**src/sv/kdt_pkg.sv**
```systemverilog
package kdt_pkg;
    localparam int DEPTH = 256;
    localparam int IW    = $clog2(DEPTH);
    localparam int CW    = $clog2(DEPTH + 1);
    localparam int XW    = 8;
    localparam int CMPW  = (CW > XW) ? CW : XW;
    localparam int KW    = 64;
    localparam int DW    = 32;
    localparam int TW    = 48;

    localparam int SDW = 104;
    localparam int SUW = 3;
    localparam int MDW = 88;
    localparam int MUW = 2;

    localparam logic [1:0] FUNC_ADD = 2'd0;
    localparam logic [1:0] FUNC_REC = 2'd1;
    localparam logic [1:0] FUNC_QRY = 2'd2;

    localparam logic ALU_ADD = 1'b0;
    localparam logic ALU_SUB = 1'b1;

    typedef struct packed {
        logic          op;
        logic [TW-1:0] a;
        logic [TW-1:0] b;
    } t_alu_req;
endpackage

```
**src/sv/kdt_alu.sv**
```systemverilog
module kdt_alu (
    input  kdt_pkg::t_alu_req          i_req,
    output logic [kdt_pkg::TW-1:0]     o_res
);
    import kdt_pkg::*;

    logic [TW:0] b_ext;
    logic [TW:0] sum;

    // one adder: saturating add, or subtract floored at zero
    always_comb begin
        b_ext = (i_req.op == ALU_SUB) ? ~{1'b0, i_req.b} : {1'b0, i_req.b};
        sum   = {1'b0, i_req.a} + b_ext + {{TW{1'b0}}, (i_req.op == ALU_SUB)};
        if (i_req.op == ALU_SUB) begin
            o_res = sum[TW] ? '0 : sum[TW-1:0];
        end else begin
            o_res = sum[TW] ? '1 : sum[TW-1:0];
        end
    end
endmodule

```
**config.mk**
```make
export PLATFORM = sky130hd
export DESIGN_NAME = kdt_alu
export DESIGN_NICKNAME = d
export VERILOG_FILES = /design/src/sv/kdt_pkg.sv /design/src/sv/kdt_alu.sv
export SDC_FILE = /design/constraint.sdc
export NUM_CORES = 1
export LEC_CHECK = 0
export BUFFER_PORTS_ARGS = -buffer_cell sky130_fd_sc_hd__buf_4
export CAP_MARGIN = 10
export CORE_MARGIN = 2
export CORE_UTILIZATION = 52
export DETAILED_ROUTE_END_ITERATION = 8
export PLACE_DENSITY = 0.95
export SLEW_MARGIN = 20
export SYNTH_ARGS = -nofsm -noshare
export SYNTH_HDL_FRONTEND = slang
export SYNTH_SLANG_ARGS = --single-unit
```
**constraint.sdc**
```tcl
create_clock -name vclk -period 8.79
set_clock_uncertainty 0.2 [all_clocks]
set_input_delay 1.758 -clock vclk [all_inputs]
set_output_delay 1.758 -clock vclk [all_outputs]
set_load 0.005 [all_outputs]
```
==> reports/metrics.cfg, run 1 <==
[outcome]
status = finished clean

[die]
die_x_um = 87.5
die_y_um = 87.5
core_area_um2 = 6760
floorplan.initialDensity = 0.537
num_rows = 30
ioPinCount = 145
die_area_um2 = 7660

[worst_setup_path]
cp.required_ps = 6830
crit_path_start_kind = input port
cp_slowest_stage_delay_ps = 720
worstPathCellList = buf_4, buf_4, xor2_1, ha_1, a211oi_1, o21bai_1, a211oi_1, o21ai_0, o21ai_0, a21oi_1, or3_1, a221o_2, nand2_1, a311oi_1, buf_4
cpMostUsedCell = buf_4
endpoint_kind = primary output
path_buf_inv = 3
critPathSlowestCell = a221o_2
critPathMaxFanout = 41
cp.arrival_ps = 6060
cpLargestDelayFamily = compound AO/OA/AOI/OAI gates
crit_type = input port to primary output

[routing]
routed_via_density = 6.04
antenna_left = 0
drcViolationCount = 0
wire_per_inst_um = 15.9
wirelength_mm = 10.9
drt_iter0_drc = 182
drt-pass1-iter-count = 4
vias = 4155

[layout]
n_antenna_cell = 0
multi_input_area_um2 = 3450
design.seq.count = 0
final_util = 0.696
drive_above_1_share = 0.319
regArea_um2 = 0
nFillCells = 572
area_delta_synth_final_pct = 29.6
clkbuf_count = 0
design_area_um2 = 4700
fin_nets = 758

[cts]
ctsResizeCount = 0
postCtsSetupBuffers = 0
holdBufCountCts = 0

[sta]
hold_viol = 0
period_needed_ps = 8010
fin_tns_setup_ps = 0
tightest_slew_ps = 1020
rsz0062_at_grt = no
setup_viol_count_final = 0
fmax_mhz = 125
slew_headroom = 0.323
fin_crit_sh = 0.912
drv_slew = 0
worst_slack_ps = 776

[power]
p_switching_uw = 282
p_total_uw = 565
combPwrFrac = 1.000
p_seq_frac = 0
p_int_uw = 283
clock_power_share = 0
switching_share = 0.500
p_leak_nw = 2.25
peakVddDrop_mv = 0.0643
p_per_area_nw_per_um2 = 120

[logic_synthesis]
synth_top_family_by_area = adder cells
synth_xor_area_frac = 0.222
synth.avg_cell_area_um2 = 7.50
synth_area_leader_cell = ha_1
syn_inst = 484
netlist.area_leader.share = 0.172
synth_nets = 632
netlist_area_um2 = 3630
yosysWarnings = 0
synthAdderAreaFrac = 0.296
synthSimpleGateAreaFrac = 0.139
synth.mux.area_fraction = 0.00276
yosysUniqueCellTypes = 54
synth-seq-area-share = 0
synthTopCellsByArea = ha_1, xor2_1, maj3_2
synth_compound_area_frac = 0.291

[global_route]
grt_overflow = 0
grt_pass1_vias = 4057
antenna_found_initial = 0
grt_max_degree = 42
groute.usage.overall = 0.272
grt_pass1_wl_mm = 17.6

[hold_path]
worstHoldPathType = input port to primary output
holdPathEnd = o_res[47]
hold_depth = 4
min_from = i_req[95]

[placed_design]
postPlaceCellArea_um2 = 4700
port_buffers = 145
pre_cts_slack_ps = 837
gp_congestion = 0.917
dp_hpwl_mm = 9.02

[run]
cap_violations = 0

==> cells by family after synthesis <==
| logic type | Yosys count |
|---|---|
| compound gates | 165 |
| xor+xnor | 92 |
| fa+ha+maj | 89 |
| buf+inv | 36 |
| mux | 1 |
| simple gates | 101 |
==> power groups by stage <==
stage               Combinational [mW]  Clock, mW  Sequential [mW]
floorplan                        0.366          0                0
global placement                 0.543          0                0
detailed placement               0.558          0                0
CTS                              0.562          0                0
global route                     0.617          0                0
finish                           0.565          0                0
==> cells in the mapped netlist (2+ instances only) <==
master,n
o31ai_1,2
nand2_1,32
ha_1,50
and4_1,3
and3_1,4
a221oi_2,2
buf_6,6
nor3b_1,2
or3_1,3
a311oi_1,2
maj3_2,38
clkbuf_1,14
a211oi_1,6
o21a_1,2
a31oi_1,5
a2111oi_0,2
xnor2_1,22
o21ai_0,30
nor2_1,22
nand4_1,12
buf_1,3
a21boi_0,3
a221oi_1,2
inv_1,12
nor2b_1,5
a21oi_1,59
o211ai_1,5
o21bai_1,7
nor3_1,5
a21o_1,21
o21ai_1,4
nand2b_1,8
xor2_1,70
==> layout make-up <==
cell class                      instances  share of cell area
Tap cell                               80              0.0213
Timing Repair Buffer                  147               0.235
Inverter                               13              0.0104
Multi-Input combinational cell        448               0.734
==> worst max-delay path by stage <==
| stage | cells after the start | start | endpoint |
|---|---|---|---|
| 2_1_floorplan | 16 | i_req[96] | o_res[0] |
| 3_3_place_gp | 15 | i_req[96] | o_res[47] |
| 3_5_place_dp | 15 | i_req[96] | o_res[47] |
| 4_1_cts | 15 | i_req[96] | o_res[47] |
| 5_1_grt | 15 | i_req[96] | o_res[47] |
| 6_report | 15 | i_req[96] | o_res[47] |
==> layer usage <==
layer	part of all wire	up-vias	GRT usage
li1	-	2037	-
met1	0.41	1904	0.339
met2	0.50	192	0.508
met3	0.065	22	0.0113
met4	0.018	0	0.0699
met5	0	-	0
==> per-stage QoR <==
stage,instances,hold WS (ps)
after global routing,688,3890
final,688,3850
after global placement,688,3830
after detailed placement,688,3840
after floorplan,484,3580
after CTS,688,3840
==> placed cells by master (no fill, tap or decap), drive strengths merged, types with 4 or more instances in the layout <==
master / instances
a21boi: 4
nor2: 23
nand2: 32
a31oi: 5
a221oi: 4
nand2b: 8
a21o: 21
buf: 147
ha: 50
o211ai: 5
xor2: 70
maj3: 38
o21bai: 7
and3: 4
xnor2: 22
inv: 12
a21oi: 60
nand4: 12
o21ai: 35
nor3: 5
a211oi: 6
nor2b: 5
Note: power is estimated with default switching activity, not from simulation.
==> inputs of run 2 (changes only) <==
--- a/config.mk
+++ b/config.mk
@@ -7,6 +7,7 @@
 export LEC_CHECK = 0
 export BUFFER_PORTS_ARGS = -buffer_cell sky130_fd_sc_hd__buf_4
 export CAP_MARGIN = 10
+export CORE_ASPECT_RATIO = 1.25
 export CORE_MARGIN = 2
 export CORE_UTILIZATION = 52
 export DETAILED_ROUTE_END_ITERATION = 8
==> constraint.sdc (replaced) <==
create_clock -name vclk -period 8.65
set_clock_uncertainty 0.2 [all_clocks]
set_input_delay 1.73 -clock vclk [all_inputs]
set_output_delay 1.73 -clock vclk [all_outputs]
set_load 0.005 [all_outputs]
==> run 2 against run 1 <==
Combinational power is 2% higher. Largest power group unchanged. Sequential share of layout area unchanged. Cell count up 1.5%. Critical path depth unchanged. Final area is 0.27% higher.
==> reports/metrics.cfg, run 2 (synthesis results as in run 1) <==
[layout]
final_util = 0.689  ; was 0.696
n_antenna_cell = 0  ; unchanged
layout.cells.non_filler = 698  ; was 688
design.seq.count = 0  ; unchanged
area_delta_synth_final_pct = 29.9  ; was 29.6%
nFillCells = 593  ; was 572
final_common_cell = buf_4  ; unchanged
fin_nets = 758  ; unchanged
layout_common_cells = buf_4, xor2_1, a21oi_1  ; unchanged
clkbuf_count = 0  ; unchanged
regArea_um2 = 0  ; unchanged
drive_above_1_share = 0.319  ; unchanged
multi_input_area_um2 = 3450  ; unchanged
design_area_um2 = 4720  ; was 4700 um2

[routing]
drcViolationCount = 0  ; unchanged
drt_iter0_drc = 169  ; was 182
wire_per_inst_um = 16.4  ; was 15.9 um
drt-pass1-iter-count = 4  ; unchanged
routed_via_density = 5.90  ; was 6.04
wirelength_mm = 11.4  ; was 10.9 mm
vias = 4116  ; was 4155
antenna_left = 0  ; unchanged

[placed_design]
gp_congestion = 0.937  ; was 0.917
dp_hpwl_mm = 9.48  ; was 9.02 mm
dp_cells = 698  ; was 688
port_buffers = 145  ; unchanged
pre_cts_slack_ps = 795  ; was 837 ps
postPlaceCellArea_um2 = 4720  ; was 4700 um2

[sta]
rsz0062_at_grt = no  ; unchanged
hold_slack_ps = 3800  ; was 3850 ps
drv_slew = 0  ; unchanged
fin_tns_setup_ps = 0  ; unchanged
worst_slack_ps = 735  ; was 776 ps
period_needed_ps = 7910
fin_crit_sh = 0.915
hold_viol = 0  ; unchanged
slew_headroom = 0.333  ; was 0.323
setup_viol_count_final = 0  ; unchanged
tightest_slew_ps = 1000  ; was 1020 ps
fmax_mhz = 126

[global_route]
grt_pass1_wl_mm = 18.5  ; was 17.6 mm
grtUsageMet1 = 0.346  ; was 0.339
met3_usage = 0.0177  ; was 0.0113
grt_overflow = 0  ; unchanged
groute.usage.overall = 0.285  ; was 0.272
met2_usage = 0.550  ; was 0.508
grt_pass1_vias = 4014  ; was 4057
antenna_found_initial = 0  ; unchanged
gr-max-usage-layer = met2  ; unchanged
grt_max_degree = 42  ; unchanged

[die]
num_rows = 34  ; was 30
die_y_um = 97.4  ; was 87.5 um
floorplan.initialDensity = 0.530  ; was 0.537
die_area_um2 = 7670  ; was 7660 um2
ioPinCount = 145  ; unchanged
core_area_um2 = 6850  ; was 6760 um2
die_x_um = 78.7  ; was 87.5 um

[hold_path]
worstHoldPathType = input port to primary output  ; unchanged

[outcome]
status = finished clean  ; unchanged

[worst_setup_path]
crit_type = input port to primary output  ; unchanged
cp.arrival_ps = 5980  ; was 6060 ps
crit_path_start_kind = input port  ; unchanged
cp.required_ps = 6720  ; was 6830 ps
endpoint_kind = primary output  ; unchanged
critPathMaxFanout = 41  ; unchanged

[cts]
ctsResizeCount = 0  ; unchanged
holdBufCountCts = 0  ; unchanged
postCtsSetupBuffers = 0  ; unchanged

[power]
switching_share = 0.501  ; was 0.500
p_total_uw = 577  ; was 565 uW
p_int_uw = 288  ; was 283 uW
combPwrFrac = 1.000  ; about the same
p_seq_frac = 0  ; about the same
peakVddDrop_mv = 0.0790  ; was 0.0643 mV
p_switching_uw = 289  ; was 282 uW
clock_power_share = 0  ; about the same
p_per_area_nw_per_um2 = 122  ; was 120 nW/um2
p_leak_nw = 2.25  ; unchanged

[run]
cap_violations = 0  ; unchanged

run 2: cell counts in the layout (fill, tap and decap cells not counted):
No cell type changed its count.
run 2: routing by layer:
metal | vias up | wire [um]
met3 | 14 | 541
met2 | 148 | 6040
li1 | 2034 | -
met1 | 1920 | 4740
met4 | 0 | 126
met5 | - | 0
run 2: cell type report:
| cell class | count | area share |
|---|---|---|
| timing repair buffer | 147 | 0.234 |
| multi-input combinational | 448 | 0.732 |
| inverter | 13 | 0.0103 |
| tap | 90 | 0.0239 |
run 2: final timing paths:
path              startpoint   endpoint  slack, ps  cells after the start
hold / removal     i_req[95]  o_res[47]       3800                      4
setup / recovery   i_req[96]  o_res[47]        740                     15
run 2: worst max-delay path, stage by stage:
cell and delay, ps:
buf_4 390, xor2_1 280, inv_1 90, fa_1 420
nand2b_1 180, a21oi_1 260, o21ai_2 150, o211ai_1 230
a221oi_2 110, nor3_1 170, or3_1 160, a221o_2 830
nand2_1 430, a311oi_1 380, buf_4 160
run 2: power by group through the flow:
stage,clock network (mW),registers [mW],logic [mW]
floorplan,0,0,0.372
global placement,0,0,0.560
detailed placement,0,0,0.568
CTS,0,0,0.572
global route,0,0,0.625
finish,0,0,0.577
